File: src/hdl/visibility_edge_length_histogram_assert.svh
// Assertion macros shared by the histogram block.
`ifndef VISIBILITY_EDGE_LENGTH_HISTOGRAM_ASSERT_SVH
`define VISIBILITY_EDGE_LENGTH_HISTOGRAM_ASSERT_SVH

// Same-cycle implication, disabled while reset is asserted.
`define VELH_ASSERT_NOW(label, clk, rst_n, ante, cons) \
    label: assert property (@(posedge clk) disable iff (!rst_n) (ante) |-> (cons)) \
        else $error("velh assertion failed");

// Next-cycle implication, disabled while reset is asserted.
`define VELH_ASSERT_NEXT(label, clk, rst_n, ante, cons) \
    label: assert property (@(posedge clk) disable iff (!rst_n) (ante) |=> (cons)) \
        else $error("velh assertion failed");

`endif

File: src/hdl/velh_pkg.sv
package velh_pkg;

    // Series storage.
    localparam int MAX_SAMPLES = 64;
    localparam int SAMPLE_BITS = 16;
    localparam int ADDR_W      = $clog2(MAX_SAMPLES);
    localparam int CNT_W       = $clog2(MAX_SAMPLES + 1);

    // Result field widths.
    localparam int BIN_W = 6;
    localparam int GAP_W = 7;

    // Cross-multiplied visibility test: sample difference times a distance.
    localparam int DIFF_W = SAMPLE_BITS + 1;
    localparam int PROD_W = DIFF_W + CNT_W + 1;

    // One histogram bin written by the visibility pass.
    typedef struct packed {
        logic              en;
        logic [ADDR_W-1:0] addr;
        logic [BIN_W-1:0]  count;
    } t_hist_wr;

    // End of a visibility pass.
    typedef struct packed {
        logic             done;
        logic [CNT_W-1:0] n;
        logic [GAP_W-1:0] gap;
    } t_scan_done;

endpackage

File: src/hdl/velh_scan.sv
module velh_scan (
    input  logic                               i_clk,
    input  logic                               i_rst_n,
    input  logic                               i_wr_en,
    input  logic [velh_pkg::ADDR_W-1:0]        i_wr_addr,
    input  logic [velh_pkg::SAMPLE_BITS-1:0]   i_wr_data,
    input  logic                               i_start,
    input  logic [velh_pkg::CNT_W-1:0]         i_n,
    output logic                               o_busy,
    output velh_pkg::t_hist_wr                 o_hist_wr,
    output velh_pkg::t_scan_done               o_done
);

    typedef enum logic [5:0] {
        S_IDLE = 6'b000001,
        S_PAIR = 6'b000010,
        S_RDA  = 6'b000100,
        S_RDB  = 6'b001000,
        S_MUL  = 6'b010000,
        S_CMP  = 6'b100000
    } t_scan_state;

    t_scan_state r_state, n_state;

    logic [velh_pkg::SAMPLE_BITS-1:0] r_sample_mem [velh_pkg::MAX_SAMPLES];
    logic [velh_pkg::SAMPLE_BITS-1:0] r_rd_data;
    logic [velh_pkg::ADDR_W-1:0]      w_rd_addr;

    logic [velh_pkg::CNT_W-1:0]  r_n;
    logic [velh_pkg::CNT_W-1:0]  r_d;
    logic [velh_pkg::ADDR_W-1:0] r_a;
    logic [velh_pkg::ADDR_W-1:0] r_c;
    logic [velh_pkg::BIN_W-1:0]  r_cnt;
    logic [velh_pkg::GAP_W-1:0]  r_gap;
    logic                        r_found;
    logic [velh_pkg::SAMPLE_BITS-1:0] r_ya;
    logic [velh_pkg::SAMPLE_BITS-1:0] r_yb;
    logic signed [velh_pkg::PROD_W-1:0] r_lhs;
    logic signed [velh_pkg::PROD_W-1:0] r_rhs;

    logic [velh_pkg::ADDR_W-1:0] w_b;
    logic                        w_pair_ok;
    logic                        w_gap_hit;
    logic                        w_last_c;
    logic                        w_blocked;
    logic signed [velh_pkg::DIFF_W-1:0]  w_dc;
    logic signed [velh_pkg::DIFF_W-1:0]  w_dab;
    logic signed [velh_pkg::CNT_W:0]     w_span;
    logic signed [velh_pkg::CNT_W:0]     w_bmc;

    // Pair geometry for the current distance and left end.
    assign w_b       = r_a + r_d[velh_pkg::ADDR_W-1:0];
    assign w_pair_ok = (r_d >= velh_pkg::CNT_W'(2)) &&
                       ((velh_pkg::CNT_W'(r_a) + r_d) < r_n);
    assign w_gap_hit = (r_d >= velh_pkg::CNT_W'(2)) && (r_cnt == '0) && !r_found;
    assign w_last_c  = (r_c + velh_pkg::ADDR_W'(1)) == w_b;
    assign w_blocked = r_lhs >= r_rhs;

    // Differences and distances for the cross-multiplied test.
    assign w_dc   = velh_pkg::DIFF_W'($signed(r_rd_data)) - velh_pkg::DIFF_W'($signed(r_yb));
    assign w_dab  = velh_pkg::DIFF_W'($signed(r_ya)) - velh_pkg::DIFF_W'($signed(r_yb));
    assign w_span = $signed({1'b0, r_d});
    assign w_bmc  = $signed({{(velh_pkg::CNT_W + 1 - velh_pkg::ADDR_W){1'b0}}, w_b - r_c});

    // Sample memory: one write port for loading, one registered read port.
    always_ff @(posedge i_clk) begin
        if (i_wr_en) begin
            r_sample_mem[i_wr_addr] <= i_wr_data;
        end
        r_rd_data <= r_sample_mem[w_rd_addr];
    end

    // Read address issued in each state; the read data is registered and is back in the next cycle.
    always_comb begin
        unique case (r_state)
            S_RDA:   w_rd_addr = w_b;
            S_RDB:   w_rd_addr = r_a + velh_pkg::ADDR_W'(1);
            S_CMP:   w_rd_addr = r_c + velh_pkg::ADDR_W'(1);
            default: w_rd_addr = r_a;
        endcase
    end

    // Next state.
    always_comb begin
        n_state = r_state;
        unique case (r_state)
            S_IDLE: if (i_start) n_state = S_PAIR;
            S_PAIR: begin
                if (w_pair_ok) begin
                    n_state = S_RDA;
                end else if (r_d == r_n) begin
                    n_state = S_IDLE;
                end
            end
            S_RDA:  n_state = S_RDB;
            S_RDB:  n_state = S_MUL;
            S_MUL:  n_state = S_CMP;
            S_CMP: begin
                if (w_blocked || w_last_c) begin
                    n_state = S_PAIR;
                end else begin
                    n_state = S_MUL;
                end
            end
            default: n_state = S_IDLE;
        endcase
    end

    always_ff @(posedge i_clk) begin
        if (!i_rst_n) begin
            r_state <= S_IDLE;
        end else begin
            r_state <= n_state;
        end
    end

    // Pass counters and the per-distance pair count.
    always_ff @(posedge i_clk) begin
        unique case (r_state)
            S_IDLE: begin
                r_n     <= i_n;
                r_d     <= velh_pkg::CNT_W'(1);
                r_a     <= '0;
                r_cnt   <= '0;
                r_found <= 1'b0;
                r_gap   <= velh_pkg::GAP_W'(i_n) + velh_pkg::GAP_W'(1);
            end
            S_PAIR: begin
                if (!w_pair_ok) begin
                    if (w_gap_hit) begin
                        r_gap   <= velh_pkg::GAP_W'(r_d);
                        r_found <= 1'b1;
                    end
                    r_d   <= r_d + velh_pkg::CNT_W'(1);
                    r_a   <= '0;
                    r_cnt <= '0;
                end
            end
            S_RDA: r_ya <= r_rd_data;
            S_RDB: begin
                r_yb <= r_rd_data;
                r_c  <= r_a + velh_pkg::ADDR_W'(1);
            end
            S_MUL: begin
                r_lhs <= velh_pkg::PROD_W'(w_dc * w_span);
                r_rhs <= velh_pkg::PROD_W'(w_dab * w_bmc);
            end
            S_CMP: begin
                if (w_blocked) begin
                    r_a <= r_a + velh_pkg::ADDR_W'(1);
                end else if (w_last_c) begin
                    r_a   <= r_a + velh_pkg::ADDR_W'(1);
                    r_cnt <= r_cnt + velh_pkg::BIN_W'(1);
                end else begin
                    r_c <= r_c + velh_pkg::ADDR_W'(1);
                end
            end
            default: ;
        endcase
    end

    // Each distance finishes with one bin write; the pass ends at distance n.
    assign o_busy          = (r_state != S_IDLE);
    assign o_hist_wr.en    = (r_state == S_PAIR) && !w_pair_ok;
    assign o_hist_wr.addr  = r_d[velh_pkg::ADDR_W-1:0] - velh_pkg::ADDR_W'(1);
    assign o_hist_wr.count = r_cnt;
    assign o_done.done     = (r_state == S_PAIR) && !w_pair_ok && (r_d == r_n);
    assign o_done.n        = r_n;
    assign o_done.gap      = w_gap_hit ? velh_pkg::GAP_W'(r_d) : r_gap;

endmodule

File: src/hdl/velh_emit.sv
module velh_emit (
    input  logic                           i_clk,
    input  logic                           i_rst_n,
    input  velh_pkg::t_hist_wr             i_hist_wr,
    input  velh_pkg::t_scan_done           i_done,
    input  logic                           i_ready,
    output logic                           o_busy,
    output logic                           o_valid,
    output logic [velh_pkg::BIN_W-1:0]     o_bin_index,
    output logic [velh_pkg::BIN_W-1:0]     o_bin_count,
    output logic [velh_pkg::GAP_W-1:0]     o_first_gap,
    output logic                           o_last_bin
);

    logic [velh_pkg::BIN_W-1:0]  r_hist_mem [velh_pkg::MAX_SAMPLES];
    logic [velh_pkg::BIN_W-1:0]  r_rd_data;

    logic                        r_busy;
    logic                        r_inflight;
    logic [velh_pkg::CNT_W-1:0]  r_idx;
    logic [velh_pkg::ADDR_W-1:0] r_ld_idx;
    logic [velh_pkg::CNT_W-1:0]  r_n;
    logic [velh_pkg::GAP_W-1:0]  r_gap;
    logic                        r_out_valid;
    logic [velh_pkg::BIN_W-1:0]  r_out_index;
    logic [velh_pkg::BIN_W-1:0]  r_out_count;
    logic                        r_out_last;

    logic w_take;
    logic w_issue;

    assign w_take  = r_out_valid && i_ready;
    assign w_issue = r_busy && !r_inflight && (r_idx < r_n) && (!r_out_valid || i_ready);

    // Histogram memory: written by the pass, read in bin order here.
    always_ff @(posedge i_clk) begin
        if (i_hist_wr.en) begin
            r_hist_mem[i_hist_wr.addr] <= i_hist_wr.count;
        end
        r_rd_data <= r_hist_mem[r_idx[velh_pkg::ADDR_W-1:0]];
    end

    // Read sequencing; a read is issued only when the output register is free next cycle.
    always_ff @(posedge i_clk) begin
        if (!i_rst_n) begin
            r_busy      <= 1'b0;
            r_inflight  <= 1'b0;
            r_out_valid <= 1'b0;
        end else begin
            if (i_done.done) begin
                r_busy <= 1'b1;
            end else if (w_take && r_out_last) begin
                r_busy <= 1'b0;
            end
            r_inflight <= w_issue;
            if (r_inflight) begin
                r_out_valid <= 1'b1;
            end else if (w_take) begin
                r_out_valid <= 1'b0;
            end
        end
    end

    // Bin counter and result payload.
    always_ff @(posedge i_clk) begin
        if (i_done.done) begin
            r_idx <= '0;
            r_n   <= i_done.n;
            r_gap <= i_done.gap;
        end else if (w_issue) begin
            r_idx    <= r_idx + velh_pkg::CNT_W'(1);
            r_ld_idx <= r_idx[velh_pkg::ADDR_W-1:0];
        end
        if (r_inflight) begin
            r_out_index <= velh_pkg::BIN_W'(r_ld_idx);
            r_out_count <= r_rd_data;
            r_out_last  <= (velh_pkg::CNT_W'(r_ld_idx) + velh_pkg::CNT_W'(1)) == r_n;
        end
    end

    assign o_busy      = r_busy;
    assign o_valid     = r_out_valid;
    assign o_bin_index = r_out_index;
    assign o_bin_count = r_out_count;
    assign o_first_gap = r_gap;
    assign o_last_bin  = r_out_last;

endmodule

File: src/hdl/visibility_edge_length_histogram.sv
// Channel  | Handshake          | Payload
// ---------+--------------------+---------------------------------------------------
// input    | i_valid / o_ready  | i_sample[15:0], i_final_sample
// output   | o_valid / i_ready  | o_bin_index[5:0], o_bin_count[5:0], o_first_gap[6:0],
//          |                    | o_last_bin
//
// Samples load one per cycle into the sample memory while o_ready is high; a sample beyond
// the 64th is dropped. After the flagged sample the visibility pass runs with o_ready low:
// a check per distance, registered reads of both ends per pair, and a registered multiply
// and a compare per tested middle sample. Bins then leave in order, one read at a time.
// A series may load during delivery; its flagged sample holds o_ready low until its pass ends.
// Reset is synchronous, active low.
`include "visibility_edge_length_histogram_assert.svh"

module visibility_edge_length_histogram (
    input  logic                               i_clk,
    input  logic                               i_rst_n,
    input  logic                               i_valid,
    output logic                               o_ready,
    input  logic [velh_pkg::SAMPLE_BITS-1:0]   i_sample,
    input  logic                               i_final_sample,
    output logic                               o_valid,
    input  logic                               i_ready,
    output logic [velh_pkg::BIN_W-1:0]         o_bin_index,
    output logic [velh_pkg::BIN_W-1:0]         o_bin_count,
    output logic [velh_pkg::GAP_W-1:0]         o_first_gap,
    output logic                               o_last_bin
);

    logic [velh_pkg::CNT_W-1:0] r_count;
    logic                       r_pend;
    logic [velh_pkg::CNT_W-1:0] r_pend_n;

    logic                       w_accept;
    logic                       w_room;
    logic [velh_pkg::CNT_W-1:0] w_n_after;
    logic                       w_start_now;
    logic                       w_start_pend;
    logic                       w_scan_busy;
    logic                       w_emit_busy;
    logic [velh_pkg::GAP_W-1:0] w_gap_max;
    velh_pkg::t_hist_wr         w_hist_wr;
    velh_pkg::t_scan_done       w_done;

    // Input transaction and the series length it leaves.
    assign w_accept     = i_valid && o_ready;
    assign w_room       = r_count < velh_pkg::CNT_W'(velh_pkg::MAX_SAMPLES);
    assign w_n_after    = w_room ? (r_count + velh_pkg::CNT_W'(1)) : r_count;
    assign w_start_now  = w_accept && i_final_sample && !w_emit_busy;
    assign w_start_pend = r_pend && !w_emit_busy && !w_scan_busy;
    assign o_ready      = !w_scan_busy && !r_pend;

    // Sample count of the series being loaded, and a held start while bins drain.
    always_ff @(posedge i_clk) begin
        if (!i_rst_n) begin
            r_count <= '0;
            r_pend  <= 1'b0;
        end else begin
            if (w_accept) begin
                r_count <= i_final_sample ? '0 : w_n_after;
            end
            if (w_accept && i_final_sample && w_emit_busy) begin
                r_pend <= 1'b1;
            end else if (w_start_pend) begin
                r_pend <= 1'b0;
            end
        end
    end

    always_ff @(posedge i_clk) begin
        if (w_accept && i_final_sample) begin
            r_pend_n <= w_n_after;
        end
    end

    velh_scan u_scan (
        .i_clk     (i_clk),
        .i_rst_n   (i_rst_n),
        .i_wr_en   (w_accept && w_room),
        .i_wr_addr (r_count[velh_pkg::ADDR_W-1:0]),
        .i_wr_data (i_sample),
        .i_start   (w_start_now || w_start_pend),
        .i_n       (w_start_pend ? r_pend_n : w_n_after),
        .o_busy    (w_scan_busy),
        .o_hist_wr (w_hist_wr),
        .o_done    (w_done)
    );

    velh_emit u_emit (
        .i_clk       (i_clk),
        .i_rst_n     (i_rst_n),
        .i_hist_wr   (w_hist_wr),
        .i_done      (w_done),
        .i_ready     (i_ready),
        .o_busy      (w_emit_busy),
        .o_valid     (o_valid),
        .o_bin_index (o_bin_index),
        .o_bin_count (o_bin_count),
        .o_first_gap (o_first_gap),
        .o_last_bin  (o_last_bin)
    );

    // Largest first gap a series can report, taken from its last bin.
    assign w_gap_max = velh_pkg::GAP_W'(o_bin_index) + velh_pkg::GAP_W'(2);

    // No result is shown while the histogram is being rebuilt.
    `VELH_ASSERT_NOW(a_no_output_in_scan, i_clk, i_rst_n, w_scan_busy, !o_valid)
    // Adjacent samples are never counted.
    `VELH_ASSERT_NOW(a_bin0_zero, i_clk, i_rst_n, o_valid && (o_bin_index == '0), o_bin_count == '0)
    // The first gap never lies beyond the series length plus one.
    `VELH_ASSERT_NOW(a_gap_bound, i_clk, i_rst_n, o_valid && o_last_bin, o_first_gap <= w_gap_max)
    // A finished pass always hands over to delivery.
    `VELH_ASSERT_NEXT(a_done_to_emit, i_clk, i_rst_n, w_done.done, w_emit_busy && !w_scan_busy)

endmodule
File: config.mk
export PLATFORM = sky130hd
export DESIGN_NAME = visibility_edge_length_histogram
export DESIGN_NICKNAME = d
export VERILOG_FILES = /design/src/hdl/velh_pkg.sv /design/src/hdl/velh_scan.sv /design/src/hdl/velh_emit.sv /design/src/hdl/visibility_edge_length_histogram.sv
export VERILOG_INCLUDE_DIRS = /design/src /design/src/hdl
export SDC_FILE = /design/constraint.sdc
export NUM_CORES = 2
export LEC_CHECK = 0
export ABC_AREA = 1
export BUFFER_PORTS_ARGS = -buffer_cell sky130_fd_sc_hd__buf_2
export CAP_MARGIN = 20
export CORE_MARGIN = 3
export CORE_UTILIZATION = 23
export DETAILED_ROUTE_END_ITERATION = 16
export HOLD_SLACK_MARGIN = 0.08
export PLACE_DENSITY = 0.4
export SLEW_MARGIN = 25
export SYNTH_ARGS = -nofsm -noshare
export SYNTH_HDL_FRONTEND = slang
export SYNTH_HIERARCHICAL = 1
export SYNTH_SLANG_ARGS = --single-unit
File: constraint.sdc
create_clock -name i_clk -period 6.9 [get_ports i_clk]
set_input_delay 0.345 -clock i_clk [delete_from_list [all_inputs] [get_ports i_clk]]
set_output_delay 0.345 -clock i_clk [all_outputs]
set_load 0.01 [all_outputs]
# --- Word-level counts from Yosys, hierarchy flattened ---
# Memory sizes are Yosys's and may differ from the RTL's. A register that Yosys moved wholly into a read port is not among the register bits.
# Index checks and enable logic that the tools add are counted.
classes:
  n_addsub: 14
  mul: 2
  n_lt_le_gt_ge: 5
  n_eq_ne: 18
  muxes: 37
  bitwise_logic: 1
  reduce_logical: 42
op_table:
  columns: ["op", "count"]
  rows:
  - ["6-bit 2-to-1 mux", 10]
  - ["6-bit case mux with 3 select lines", 3]
  - ["7-bit 2-to-1 mux", 6]
  - ["6-bit case mux with 6 select lines", 1]
  - ["16-bit by 16-bit subtractor with 17-bit output", 2]
  - ["7-bit by 1-bit adder with 7-bit output (second input constant)", 4]
  - ["7-bit case mux with 2 select lines", 2]
  - ["25-bit >= comparator", 1]
  - ["17-bit by 8-bit multiplier with 25-bit output", 1]
  - ["17-bit by 7-bit multiplier with 24-bit output", 1]
  - ["6-bit by 1-bit adder with 6-bit output (second input constant)", 3]
  - ["1-bit logical AND", 18]
  - ["7-bit == test", 2]
  - ["7-bit less-than comparator", 2]
  - ["1-bit 2-to-1 mux", 12]
  - ["6-bit case mux with 2 select lines", 1]
  - ["2-bit nonzero test", 5]
  - ["3-bit AND reduction", 3]
  - ["6-bit by 1-bit adder with 7-bit output (second input constant)", 1]
  - ["6-bit by 7-bit adder with 7-bit output", 1]
  - ["7-bit by 2-bit >= comparator with 1-bit output (second input constant)", 1]
  - ["1-bit zero test", 7]
  - ["7-bit less-than comparator (second input constant)", 1]
  - ["6-bit adder", 1]
  - ["21 further kinds", 30]
totals:
  ff_bits: 186
  ram_bits: 1408
  inputBits: 21
  out_inout_bits: 22
  wordCells: 146
  mem_count: 2
memory_table:
  columns: ["memory", "depth", "width", "read_ports", "rd_clocked_by_memory_dff", "wr", "line", "source"]
  rows:
  - ["u_scan.r_sample_mem", 64, 16, 1, 1, 1, "velh_scan.sv:25", "logic [velh_pkg::SAMPLE_BITS-1:0] r_sample_mem [velh_pkg::MAX_SAMPLES];"]
  - ["u_emit.r_hist_mem", 64, 6, 1, 1, 1, "velh_emit.sv:15", "logic [velh_pkg::BIN_W-1:0] r_hist_mem [velh_pkg::MAX_SAMPLES];"]

# --- Longest topological paths before layout ---
depth:
  ltp_word: 9
  depth_mapped: 32
  depth_no_buf: 31

# --- Hierarchy ---
# Netlist, hierarchy kept.
by_module_without_submodules:
  columns: ["mod", "instances", "cells_each", "area_per_inst_um2", "seq_area_each_um2"]
  rows:
  - ["velh_scan", 1, 5904, 60813.3, 34823.4]
  - ["velh_emit", 1, 1751, 18515.3, 12842.3]
  - ["visibility_edge_length_histogram", 1, 99, 808.3, 370.4]

# --- Worst setup path after synthesis ---
# OpenSTA, ideal clock, no wires.
synth_timing:
  path_kind: "reg2reg"
  from: "register u_scan/r_d[0] (netlist name)"
  to: "register u_scan/r_rhs[18] (netlist name) (data pin)"
  setup_time_ns: 0.258
  t_arrival_ns: 6.054
  required_ns: 6.642
  setup_slack_ns: 0.588
  stages_incl_launch_ff: 25
  n_path_buf: 1
  synth_period_minus_slack_ns: 6.312
  cell_sequence: "edfxtp_1 > ha_1 > fa_1 > xor2_1 > ha_1 > a21oi_1 > o21ai_0 > xnor2_1 > clkbuf_1 > nor2_1 > fa_1 > fa_1 > fa_1 > inv_1 > fa_1 > inv_1 > ha_1 > a21oi_1 > o21ai_0 > a21oi_1 > inv_1 > a21oi_1 > o21ai_0 > a31oi_1 > xnor2_1"
synth_via:
  elab_chain_len: 3
synth_lines:
  columns: ["item", "line", "source"]
  rows:
  - ["from (decl)", "velh_scan.sv:30", "logic [velh_pkg::CNT_W-1:0] r_d;"]
  - ["from (signal assigned)", "velh_scan.sv:122", "r_d <= velh_pkg::CNT_W'(1);"]
  - ["from (signal assigned)", "velh_scan.sv:134", "r_d <= r_d + velh_pkg::CNT_W'(1);"]
  - ["6-bit adder", "velh_scan.sv:52", "assign w_b = r_a + r_d[velh_pkg::ADDR_W-1:0];"]
  - ["6-bit subtractor", "velh_scan.sv:63", "assign w_bmc = $signed({{(velh_pkg::CNT_W + 1 - velh_pkg::ADDR_W){1'b0}}, w_b - r_c});"]
  - ["17-bit by 7-bit multiplier with 24-bit output", "velh_scan.sv:146", "r_rhs <= velh_pkg::PROD_W'(w_dab * w_bmc);"]
  - ["to (signal assigned)", "velh_scan.sv:146", null]
  - ["to (decl)", "velh_scan.sv:39", "logic signed [velh_pkg::PROD_W-1:0] r_rhs;"]
# No other way between the ends.
# A chain may end at the register's enable or synchronous reset.

# --- Worst setup path after layout ---
layout_timing:
  from: "register u_scan/r_yb[0] (netlist name)"
  to: "register u_scan/r_rhs[22] (netlist name) (data pin)"
layout_via:
  elab_chain_len: 2
layout_lines:
  columns: ["item", "line", "source"]
  rows:
  - ["from (decl)", "velh_scan.sv:37", "logic [velh_pkg::SAMPLE_BITS-1:0] r_yb;"]
  - ["from (signal assigned)", "velh_scan.sv:141", "r_yb <= r_rd_data;"]
  - ["16-bit by 16-bit subtractor with 17-bit output", "velh_scan.sv:61", "assign w_dab = velh_pkg::DIFF_W'($signed(r_ya)) - velh_pkg::DIFF_W'($signed(r_yb));"]
  - ["17-bit by 7-bit multiplier with 24-bit output", "velh_scan.sv:146", null]
# No other way between the ends.

==> out/results.ini <==
[run_status]
outcome = finished, final reports clean

[place]
dp_hpwl_um = 145000
port_buffers = 42
place_congestion = 0.8238
pre_cts_slack_ns = 0.2260

[critical_path]
criticalPathCategory = flop to flop
crit_top_cell = fa_1
cp-end-kind = flop
cp_top_family = adder cells
cp.required_ns = 7.40
slowest_stage = fa_1
slowest_delay_ns = 0.59
cp.arrival_ns = 7.05
worstSetupStartpointType = flop
cp_num_buf_inv = 5
cp_max_fo = 6

[clock_tree]
clkSinkCount = 1615
cts_tree = yes
clk_latency_ns = 0.87
clk_pin_slew_ns = 0.06
htreeDepth = 4
root_buffer = clkbuf_16
cts_buffers = 192
clockBufferDepth = 4

[synth]
synth_top_cell_by_area = edfxtp_1
ys_ff_latch = 1615
synth_edf_count = 1569
synthAdderAreaFrac_pct = 7.113
synth_compound_area_share_pct = 2.137
yosysWarnings = 6
synth_area_um2 = 80140
synth.top_cell.area_share_pct = 58.79
synth_most_common_cell = edfxtp_1
yosysUniqueCellTypes = 53
ys_async_sr_fraction_pct = 0
syn_inst = 7754
synth_common_cells = edfxtp_1 (1,569), nand2_1 (1,383), nand3_1 (1,334)
synth_top_family_by_area = simple AND/OR/NAND/NOR gates
synthFlopType = edfxtp_1
synth.area.top_cells = edfxtp_1 (59%), nand3_1 (8.3%), nand2_1 (6.5%)
syn_nets = 8131
yosys.area_share.simple_pct = 21.39
seq_area_frac_synth_pct = 59.94
synth-xor-area-share_pct = 1.321
synth.avg_cell_area_um2 = 10.33
synthMuxAreaShare_pct = 0.03279

[sta]
slew_viol_final = 0
fin_setup_tns_ns = 0
min_period_over_period_pct = 94.97
rsz0062_at_grt = true
tightest_slew_ns = 1.062
fin_crit_ns = 6.553
max_slew_margin_pct = 29.10
final.setup.worst_slack_ns = 0.3472
setup_viol = 0
hold_slack_ns = 0.1330
hold_viol_final = 0
clock_skew_ns = 0.1284
max_freq_mhz = 152.6

[final_layout]
n_fill_cell = 36510
area_growth_pct = 14.80
drive_above_1_share_pct = 6.972
nets = 8180

[drt]
drt-total-wl_um = 244400
ant_nets = 0
drc = 0
post_drt_via_cell_ratio = 4.355
drtIter0Drc = 3948
first_pass_iters = 6
vias = 54570
drt-wirelength-per-cell_um = 19.50

[global_routing]
grt_start_max_net_pins = 166
track_usage_pct = 13.42
grt_pass1_wl_um = 364300
antenna_found_initial = 7
grt_pass1_vias = 54480
grt.overflow.total = 0

[die]
coreArea_um2 = 346500
start_util_pct = 23.13
io_pins = 43
rows = 216
dieWidth_um = 596.3
dieArea_um2 = 355500
die_y_um = 596.3

[flow_run]
drv_cap = 0

[worst_hold_path]
hp-class = input port to flop

[placed cells by master (no fill, tap or decap), drive strengths merged, types with 146 or more instances in the layout]
cell type / n
clkbuf: 248
a21oi: 146
nand2: 1385
ha: 190
nand3: 1336
buf: 221
nand3b: 355
inv: 1278
fa: 166
nor2: 514
edfxtp: 1569
[registers in the layout, indices dropped and copies added, names as in the netlist, 7 cells and up]
register,cells
r_count,7
r_pend_n,7
u_emit/o_first_gap,7
u_emit/r_hist_mem,384
u_emit/r_idx,7
u_emit/r_n,7
u_scan/r_d,7
u_scan/r_gap,7
u_scan/r_lhs,25
u_scan/r_n,7
u_scan/r_rd_data,16
u_scan/r_rhs,24
u_scan/r_sample_mem,1024
u_scan/r_ya,16
u_scan/r_yb,16
[repair_timing]
action	CTS	global route
gates resized for setup	0	19
endpoints found under the setup margin	0	14
buffers inserted	0	3
hold endpoints to repair	72	0
hold buffers	7	0
[logic make-up (layout without fill, tap and decap cells)]
group | count (synthesis) | count (layout)
XOR/XNOR | 120 | 120
adder cells (fa/ha/maj) | 356 | 356
AO/OA/AOI/OAI | 319 | 319
multiplexers | 2 | 2
other | 0 | 6
AND/OR/NAND/NOR | 3690 | 3690
flip-flops | 1615 | 1615
buffers and inverters | 1652 | 1844
[through the flow]
step,utilization [%],cells,cell area (µm²)
finish,26.55,12530,91990
global route,26.55,12530,91980
CTS,26.52,12520,91900
detailed placement,24.87,12180,86150
global placement,24.84,12180,86060
floorplan,-,7754,80140
[worst paths after layout]
path | start | depth (start not counted) | slack (ns) | endpoint
worst min-delay path | i_sample[9] | 1 | 0.13 | u_scan/r_sample_mem[19][9]
worst max-delay path | u_scan/r_yb[0] | 28 | 0.35 | u_scan/r_rhs[22]
worst min register to register | u_emit/r_rd_data[3] | 0 | 0.40 | u_emit/o_bin_count[3]
worst max register to register | u_scan/r_yb[0] | 28 | 0.35 | u_scan/r_rhs[22]
[layer usage]
metal  vias to the layer above  GRT usage, %  routed length [µm]
met5                         -             0                   0
met4                         0         2.887                4703
met3                       281         1.754               10480
met2                      1135         21.77              112200
met1                     27210         19.03              117000
li1                      25950             -                   -
[area by class of cell]
type	instances	area, µm²	area share (%)
antenna	6	15.01	0.01632
sequential	1615	48040	52.23
multi-input combinational	4487	25880	28.14
inverter	1279	4810	5.228
clock inverter	89	515.5	0.5604
clock buffer	248	5160	5.609
tap	4578	5728	6.227
timing repair buffer	228	1839	1.999
Power is left out: the tool's default activity adds up to more than one toggle a clock period on the data nets, which glitch-free logic cannot reach.
